File: src/sv/mi_pkg.sv
`timescale 1ns / 1ps
// modular inverse package: controller states and the command and status
// structs between controller and datapath; no dependencies
package mi_pkg;

    typedef enum logic [7:0] {
        ST_IDLE  = 8'b0000_0001,
        ST_RED   = 8'b0000_0010,
        ST_RFIX  = 8'b0000_0100,
        ST_TEST  = 8'b0000_1000,
        ST_DIV   = 8'b0001_0000,
        ST_UPD   = 8'b0010_0000,
        ST_FIN   = 8'b0100_0000,
        ST_DONE  = 8'b1000_0000
    } state_t;

    typedef struct packed {
        logic load;       // capture a new transaction
        logic step;       // one restoring-division step
        logic red_done;   // finish the reduction, set up euclid
        logic euc_start;  // start dividing b by a
        logic euc_update; // shift remainders and coefficients
        logic finish;     // form the result
    } cmd_t;

    typedef struct packed {
        logic m_zero;
        logic a_zero;
        logic div_last;
    } status_t;

endpackage

File: src/sv/mi_in_if.sv
`timescale 1ns / 1ps
// input channel of the modular inverse: valid, ready, value and modulus
// no dependencies
interface mi_in_if #(parameter int DATA_WIDTH = 64);
    logic                  valid;
    logic                  ready;
    logic [DATA_WIDTH-1:0] value;
    logic [DATA_WIDTH-2:0] modulus;

    modport source (output valid, value, modulus, input ready);
    modport sink   (input valid, value, modulus, output ready);
endinterface

File: src/sv/mi_out_if.sv
`timescale 1ns / 1ps
// result channel of the modular inverse: valid, ready, inverse and flag
// no dependencies
interface mi_out_if #(parameter int DATA_WIDTH = 64);
    logic                  valid;
    logic                  ready;
    logic [DATA_WIDTH-2:0] inverse;
    logic                  not_invertible;

    modport source (output valid, inverse, not_invertible, input ready);
    modport sink   (input valid, inverse, not_invertible, output ready);
endinterface

File: src/sv/modular_inverse.sv
`timescale 1ns / 1ps
// modular inverse top level: controller plus datapath
// depends on mi_pkg, mi_in_if, mi_out_if, mi_controller, mi_datapath
//
// usage:
//   in_ch carries value (signed) and modulus; out_ch returns inverse in
//   0 .. modulus-1 and not_invertible, raised with inverse 0 when the gcd
//   of value and modulus is not 1 (modulus 0 counts as not invertible).
//   one transaction is processed at a time; in_ch.ready is high only while
//   the block is idle.
//   the reduction runs through ST_RED and ST_RFIX, each euclid quotient
//   through ST_TEST, ST_DIV and ST_UPD, and the result is formed in ST_FIN;
//   the serial restoring divider does both, one quotient bit per cycle.
//   a new transaction is taken only once the previous result has been taken.
//   reset clears the sequencer; no result is pending after reset.
//   a stalled receiver holds the result in the output register and the
//   block takes no new transaction until it is taken.
module modular_inverse #(
    parameter int DATA_WIDTH = 64
) (
    input logic clk,
    input logic rst_n,
    mi_in_if.sink    in_ch,
    mi_out_if.source out_ch
);
    import mi_pkg::*;

    cmd_t    cmd;
    status_t status;

    mi_controller u_ctrl (
        .clk       (clk),
        .rst_n     (rst_n),
        .in_valid  (in_ch.valid),
        .in_ready  (in_ch.ready),
        .out_valid (out_ch.valid),
        .out_ready (out_ch.ready),
        .status    (status),
        .cmd       (cmd)
    );

    mi_datapath #(.DATA_WIDTH(DATA_WIDTH)) u_dp (
        .clk            (clk),
        .rst_n          (rst_n),
        .cmd            (cmd),
        .status         (status),
        .value          (in_ch.value),
        .modulus        (in_ch.modulus),
        .inverse        (out_ch.inverse),
        .not_invertible (out_ch.not_invertible)
    );

endmodule

File: src/sv/mi_datapath.sv
`timescale 1ns / 1ps
// modular inverse datapath: serial restoring divider with a shift-add
// quotient times coefficient accumulator; depends on mi_pkg
module mi_datapath #(
    parameter int DATA_WIDTH = 64
) (
    input  logic                  clk,
    input  logic                  rst_n,
    input  mi_pkg::cmd_t          cmd,
    output mi_pkg::status_t       status,
    input  logic [DATA_WIDTH-1:0] value,
    input  logic [DATA_WIDTH-2:0] modulus,
    output logic [DATA_WIDTH-2:0] inverse,
    output logic                  not_invertible
);
    import mi_pkg::*;

    localparam int CW = $clog2(DATA_WIDTH);
    localparam int DW = DATA_WIDTH;

    logic [DW-2:0] m_reg, m_next;
    logic          neg_reg, neg_next;
    logic [DW-2:0] a_reg, a_next, b_reg, b_next;
    logic [DW-1:0] cu_reg, cu_next, cv_reg, cv_next, acc_reg, acc_next;
    logic          uneg_reg, uneg_next, vneg_reg, vneg_next;
    logic [DW-1:0] dvd_reg, dvd_next;
    logic [DW-2:0] rem_reg, rem_next;
    logic [CW-1:0] cnt_reg, cnt_next;
    logic [DW-2:0] inv_reg, inv_next;
    logic          ni_reg, ni_next;

    logic [DW-1:0] rem_t, rem_sub, mag, cfix, m_ext;
    logic          ge;
    logic [DW-2:0] red_r;

    always_comb
    begin
        m_ext   = {1'b0, m_reg};
        rem_t   = {rem_reg, dvd_reg[DW-1]};
        ge      = rem_t >= {1'b0, a_reg};
        rem_sub = rem_t - {1'b0, a_reg};
        mag     = value[DW-1] ? (~value + {{(DW-1){1'b0}}, 1'b1}) : value;
        red_r   = (neg_reg && rem_reg != '0) ? (m_reg - rem_reg) : rem_reg;
        cfix    = (cu_reg >= m_ext) ? (cu_reg - m_ext) : cu_reg;
        if (uneg_reg && cfix != '0)
            cfix = m_ext - cfix;

        m_next    = m_reg;
        neg_next  = neg_reg;
        a_next    = a_reg;
        b_next    = b_reg;
        cu_next   = cu_reg;
        cv_next   = cv_reg;
        acc_next  = acc_reg;
        uneg_next = uneg_reg;
        vneg_next = vneg_reg;
        dvd_next  = dvd_reg;
        rem_next  = rem_reg;
        cnt_next  = cnt_reg;
        inv_next  = inv_reg;
        ni_next   = ni_reg;

        if (cmd.load)
        begin
            m_next   = modulus;
            neg_next = value[DW-1];
            a_next   = modulus;          // divisor during the reduction
            dvd_next = mag;
            rem_next = '0;
            acc_next = '0;
            cnt_next = '0;
        end
        if (cmd.step)
        begin
            rem_next = ge ? rem_sub[DW-2:0] : rem_t[DW-2:0];
            dvd_next = {dvd_reg[DW-2:0], 1'b0};
            acc_next = {acc_reg[DW-2:0], 1'b0} + (ge ? cv_reg : '0);
            cnt_next = cnt_reg + 1'b1;
        end
        if (cmd.red_done)
        begin
            a_next    = red_r;
            b_next    = m_reg;
            cu_next   = '0;
            cv_next   = {{(DW-1){1'b0}}, 1'b1};
            uneg_next = 1'b0;
            vneg_next = 1'b0;
        end
        if (cmd.euc_start)
        begin
            dvd_next = {1'b0, b_reg};
            rem_next = '0;
            acc_next = '0;
            cnt_next = '0;
        end
        if (cmd.euc_update)
        begin
            b_next    = a_reg;
            a_next    = rem_reg;
            cu_next   = cv_reg;
            uneg_next = vneg_reg;
            cv_next   = cu_reg + acc_reg;
            vneg_next = !vneg_reg;
        end
        if (cmd.finish)
        begin
            if (m_reg == '0 || b_reg != {{(DW-2){1'b0}}, 1'b1})
            begin
                inv_next = '0;
                ni_next  = 1'b1;
            end
            else
            begin
                inv_next = cfix[DW-2:0];
                ni_next  = 1'b0;
            end
        end
    end

    always_ff @(posedge clk or negedge rst_n)
    begin
        if (!rst_n)
            cnt_reg <= '0;
        else
            cnt_reg <= cnt_next;
    end

    always_ff @(posedge clk)
    begin
        m_reg    <= m_next;
        neg_reg  <= neg_next;
        a_reg    <= a_next;
        b_reg    <= b_next;
        cu_reg   <= cu_next;
        cv_reg   <= cv_next;
        acc_reg  <= acc_next;
        uneg_reg <= uneg_next;
        vneg_reg <= vneg_next;
        dvd_reg  <= dvd_next;
        rem_reg  <= rem_next;
        inv_reg  <= inv_next;
        ni_reg   <= ni_next;
    end

    assign status.m_zero   = (m_reg == '0);
    assign status.a_zero   = (a_reg == '0);
    assign status.div_last = (cnt_reg == CW'(DW - 1));
    assign inverse         = inv_reg;
    assign not_invertible  = ni_reg;

endmodule

File: src/sv/mi_controller.sv
`timescale 1ns / 1ps
// modular inverse controller: one-hot sequencer over reduction, euclid
// iterations and result delivery; depends on mi_pkg
module mi_controller (
    input  logic            clk,
    input  logic            rst_n,
    input  logic            in_valid,
    output logic            in_ready,
    output logic            out_valid,
    input  logic            out_ready,
    input  mi_pkg::status_t status,
    output mi_pkg::cmd_t    cmd
);
    import mi_pkg::*;

    state_t state_reg, state_next;

    always_comb
    begin
        cmd        = '0;
        state_next = state_reg;
        unique case (state_reg)
            ST_IDLE:
                if (in_valid)
                begin
                    cmd.load   = 1'b1;
                    state_next = ST_RED;
                end
            ST_RED:
                if (status.m_zero)
                    state_next = ST_FIN;
                else
                begin
                    cmd.step = 1'b1;
                    if (status.div_last)
                        state_next = ST_RFIX;
                end
            ST_RFIX:
            begin
                cmd.red_done = 1'b1;
                state_next   = ST_TEST;
            end
            ST_TEST:
                if (status.a_zero)
                    state_next = ST_FIN;
                else
                begin
                    cmd.euc_start = 1'b1;
                    state_next    = ST_DIV;
                end
            ST_DIV:
            begin
                cmd.step = 1'b1;
                if (status.div_last)
                    state_next = ST_UPD;
            end
            ST_UPD:
            begin
                cmd.euc_update = 1'b1;
                state_next     = ST_TEST;
            end
            ST_FIN:
            begin
                cmd.finish = 1'b1;
                state_next = ST_DONE;
            end
            ST_DONE:
                if (out_ready)
                    state_next = ST_IDLE;
            default:
                state_next = ST_IDLE;
        endcase
    end

    always_ff @(posedge clk or negedge rst_n)
    begin
        if (!rst_n)
            state_reg <= ST_IDLE;
        else
            state_reg <= state_next;
    end

    assign in_ready  = (state_reg == ST_IDLE);
    assign out_valid = (state_reg == ST_DONE);

endmodule

File: src/flat_wrapper.sv
// flat-port wrapper written by rule: the top's interface ports become plain ports
module modular_inverse_flat import mi_pkg::*;
#(
    parameter int DATA_WIDTH = 64
)
  (clk, rst_n, in_ch_valid, in_ch_value, in_ch_modulus, in_ch_ready, out_ch_valid, out_ch_inverse, out_ch_not_invertible, out_ch_ready);
  mi_in_if #(.DATA_WIDTH(DATA_WIDTH)) in_ch_i ();
  mi_out_if #(.DATA_WIDTH(DATA_WIDTH)) out_ch_i ();
  input logic clk;
  input logic rst_n;
  input wire logic [$bits(in_ch_i.valid)-1:0] in_ch_valid;
  input wire logic [$bits(in_ch_i.value)-1:0] in_ch_value;
  input wire logic [$bits(in_ch_i.modulus)-1:0] in_ch_modulus;
  output wire logic [$bits(in_ch_i.ready)-1:0] in_ch_ready;
  output wire logic [$bits(out_ch_i.valid)-1:0] out_ch_valid;
  output wire logic [$bits(out_ch_i.inverse)-1:0] out_ch_inverse;
  output wire logic [$bits(out_ch_i.not_invertible)-1:0] out_ch_not_invertible;
  input wire logic [$bits(out_ch_i.ready)-1:0] out_ch_ready;
  assign in_ch_i.valid = in_ch_valid;
  assign in_ch_i.value = in_ch_value;
  assign in_ch_i.modulus = in_ch_modulus;
  assign in_ch_ready = in_ch_i.ready;
  assign out_ch_valid = out_ch_i.valid;
  assign out_ch_inverse = out_ch_i.inverse;
  assign out_ch_not_invertible = out_ch_i.not_invertible;
  assign out_ch_i.ready = out_ch_ready;
  modular_inverse #(.DATA_WIDTH(DATA_WIDTH)) u_core (.clk(clk), .rst_n(rst_n), .in_ch(in_ch_i), .out_ch(out_ch_i));
endmodule
File: config.mk
export PLATFORM = sky130hd
export DESIGN_NAME = modular_inverse_flat
export DESIGN_NICKNAME = d
export VERILOG_FILES = /design/src/sv/mi_pkg.sv /design/src/sv/mi_in_if.sv /design/src/sv/mi_out_if.sv /design/src/sv/modular_inverse.sv /design/src/sv/mi_datapath.sv /design/src/sv/mi_controller.sv /design/src/flat_wrapper.sv
export SDC_FILE = /design/constraint.sdc
export NUM_CORES = 2
export LEC_CHECK = 0
export ABC_CLOCK_PERIOD_IN_PS = 24400
export BUFFER_PORTS_ARGS = -buffer_cell sky130_fd_sc_hd__buf_2
export CELL_PAD_IN_SITES_DETAIL_PLACEMENT = 1
export CELL_PAD_IN_SITES_GLOBAL_PLACEMENT = 2
export CORE_AREA = 2 2 368 370
export CTS_BUF_LIST = sky130_fd_sc_hd__clkbuf_8
export CTS_CLUSTER_SIZE = 40
export DETAILED_ROUTE_END_ITERATION = 12
export DIE_AREA = 0 0 370 372
export PLACE_DENSITY = 0.84
export REMOVE_ABC_BUFFERS = 1
export SYNTH_ARGS = -nofsm -noshare
export SYNTH_HDL_FRONTEND = slang
export SYNTH_SLANG_ARGS = --single-unit
File: constraint.sdc
create_clock -name clk -period 24.4 [get_ports clk]
set_input_delay 2.44 -clock clk [delete_from_list [all_inputs] [get_ports clk]]
set_output_delay 2.44 -clock clk [all_outputs]
set_load 0.02 [all_outputs]
==> impl_metrics.py <==
metrics = {
    "worst_setup_path": {
        "start_kind": "flip-flop",
        "crit_family": "compound AO/OA/AOI/OAI gates",
        "rrSetupSlack_ns": 13.21,
        "reg2reg_depth": 43,
        "cpMostUsedCell": "o21ai_0",
        "critPathKind": "reg -> reg",
        "r2r_end": "u_core.u_dp.acc_reg[62]",
        "endpoint_kind": "flip-flop",
        "r2r_start": "u_core.u_dp.a_reg[0]",
        "worstPathRequired_ns": 25.07,
        "crit_fanout": 36,
        "max_stage_delay_ns": 0.64,
        "arrival_ns": 11.86,
        "startpoint": "u_core.u_dp.a_reg[0]",
        "cpMaxStageDelayCell": "a211oi_1",
        "path_buf_inv": 1,
    },
    "yosys": {
        "ys.flop_type": "edfxtp_1",
        "synth_edf_count": 447,
        "syn_avg_cell_area_um2": 8.62,
        "async_flop_share_pct": 2.38,
        "synth_seq_cells": 589,
        "yosysUniqueCellTypes": 107,
        "yosys-top-cells-count": "465 x a21oi_1, 464 x nor2_1, 447 x edfxtp_1, 437 x nand2_1, 434 x o21ai_0",
        "ys_warn_count": 0,
        "synthTopCellsByArea": "edfxtp_1 29%, ha_1 9.1%, dfxtp_1 5.5%",
        "synth_cells": 5396,
        "yosys.area.top_type": "edfxtp_1",
        "synthMostInstantiatedCell": "a21oi_1",
        "syn-cell-area_um2": 46500,
        "synth_top_area_share_pct": 28.9,
        "ys_seq_area_share_pct": 35.1,
    },
    "finish": {
        "drive_above_1_share_pct": 8.28,
        "fillers": 15900,
        "area_growth_pct": 10.7,
        "fin_nets": 5987,
    },
    "clocking": {
        "clock_path_buffers": 3,
        "h-tree-depth": 3,
        "root_buffer": "clkbuf_8",
        "cts_resized": 0,
        "cts_tree": "yes",
        "clock-sinks": 589,
        "numCtsBuffers": 106,
        "cts_hold_buf": 0,
        "path_clk_slew_ns": 0.06,
        "cts_setup_buffers": 0,
        "insertion_delay_ns": 0.88,
    },
    "status": {
        "status": "finished, final reports clean",
    },
    "placement": {
        "port_buffers": 196,
        "post-dp-hpwl_um": 131000,
        "place.gp.congestion": 0.959,
        "pre_cts_ws_ns": 13.28,
    },
    "floorplanning": {
        "die_height_um": 372,
        "dieArea_um2": 138000,
        "die_x_um": 370,
        "core_um2": 134000,
        "start_util_pct": 34.6,
        "rows": 135,
        "ioPinCount": 197,
    },
    "power": {
        "p_leak_uw": 0.0207,
        "combPwrFrac_pct": 50.9,
        "switching_share_pct": 45.4,
        "p_seq_share_pct": 28.9,
        "p_per_area_nw_per_um2": 99.1,
        "p_total_uw": 5110,
        "vdd_drop_max_uv": 81.6,
        "p_sw_uw": 2320,
        "internal_power_uw": 2790,
        "power_frac_clock_pct": 20.2,
    },
    "drt": {
        "viasPerCell": 5.70,
        "totalWireLength_um": 171000,
        "firstDrtPassIters": 6,
        "route.detailed.drc": 0,
        "num_vias": 42100,
        "wl_per_cell_um": 23.1,
        "drt_iter0_markers": 3268,
        "ant_nets": 0,
    },
    "timing": {
        "tightest_slew_ns": 1.28,
        "report.final.slew_viol_count": 0,
        "hold_viol": 0,
        "tns_ns": 0,
        "rsz0062_at_grt": "no",
        "min_period_ns": 11.19,
        "slew_headroom_pct": 14.0,
        "setup_ws_ns": 13.21,
        "clock-skew-final_ns": 0.0623,
        "max_freq_mhz": 89.3,
        "finalCritPeriodShare_pct": 45.9,
        "final-setup-viol-count": 0,
    },
    "worst_hold_path": {
        "holdPathEnd": "u_core.u_dp.cnt_reg[5]",
        "min_path_type": "reg -> reg",
        "hold_start": "u_core.u_dp.cnt_reg[5]",
        "hold_depth": 1,
    },
    "global_route": {
        "grt_pass1_wl_um": 257000,
        "grt_pass1_vias": 42000,
        "grt_max_degree": 197,
        "antenna_found_initial": 7,
        "grt.total_usage_pct": 24.2,
        "grt_overflow": 0,
    },
    "flow_run": {
        "cap_violations": 0,
    },
}
==> how the worst max path moves through the flow <==
stage	to	slack, ns	depth (start not counted)
after floorplan	u_core.u_dp.b_reg[0]	3.86	6
after global placement	u_core.u_dp.acc_reg[62]	13.48	43
after detailed placement	u_core.u_dp.acc_reg[62]	13.28	43
after CTS	u_core.u_dp.acc_reg[62]	13.21	43
after global routing	u_core.u_dp.acc_reg[62]	12.42	43
final	u_core.u_dp.acc_reg[62]	13.21	43
==> placed cells by master (no fill, tap or decap), types with 99 or more instances in the layout <==
| cell type | synthesis | layout |
|---|---|---|
| dfxtp_1 | 128 | 128 |
| xnor2_1 | 240 | 240 |
| inv_1 | 290 | 322 |
| buf_2 | 28 | 196 |
| edfxtp_1 | 447 | 447 |
| nand2_1 | 437 | 435 |
| o21ai_0 | 434 | 434 |
| clkbuf_8 | 0 | 114 |
| nor2_1 | 464 | 460 |
| a21o_1 | 220 | 220 |
| nor2b_1 | 124 | 123 |
| a21oi_1 | 465 | 465 |
| nand3_1 | 105 | 105 |
| ha_1 | 338 | 338 |
| xor2_1 | 201 | 201 |
| nor3_1 | 100 | 99 |
==> kinds of logic after synthesis <==
| family | after synthesis | synth area share [%] |
|---|---|---|
| simple gates | 1733 | 18.3 |
| fa+ha+maj | 377 | 10.0 |
| xor+xnor | 441 | 8.30 |
| compound gates | 1687 | 22.9 |
| flops | 589 | 35.1 |
| buf+inv | 520 | 4.32 |
| mux | 49 | 1.10 |
==> power groups by stage <==
stage | sequential (µW) | clock [µW] | combinational, µW
2_1_floorplan | 1420 | 0 | 1850
3_3_place_gp | 1480 | 0 | 2510
3_5_place_dp | 1490 | 0 | 2560
4_1_cts | 1470 | 1060 | 2580
5_1_grt | 1490 | 1100 | 2840
6_report | 1480 | 1030 | 2600
==> area by class of cell <==
| cell class | count | area (µm²) | share of cell area, % |
|---|---|---|---|
| inverter | 295 | 1120 | 2.17 |
| clock inverter | 87 | 709 | 1.38 |
| multi-input combinational | 4287 | 28300 | 54.8 |
| sequential | 589 | 16300 | 31.7 |
| antenna | 5 | 12.5 | 0.0243 |
| timing repair buffer | 234 | 1290 | 2.51 |
| tap | 1781 | 2230 | 4.32 |
| clock buffer | 114 | 1570 | 3.05 |
==> per-stage QoR <==
stage                     hold slack (ns)  util, %  cell area (µm²)  instances
after floorplan                     0.418        -            45600       5171
final                               0.486     38.4            51500       7392
after global routing                0.512     38.4            51500       7388
after detailed placement            0.483     36.7            49200       7186
after global placement              0.469     36.7            49200       7186
after CTS                           0.493     38.4            51500       7387
==> layer usage <==
layer	up-vias	track usage, %	routed length [µm]
met1	20800	33.9	80200
met4	0	8.91	5830
met3	199	2.20	8500
met5	-	0	0
met2	1098	38.7	76500
li1	20100	-	-
No activity file was read; power rests on OpenSTA's default activity.
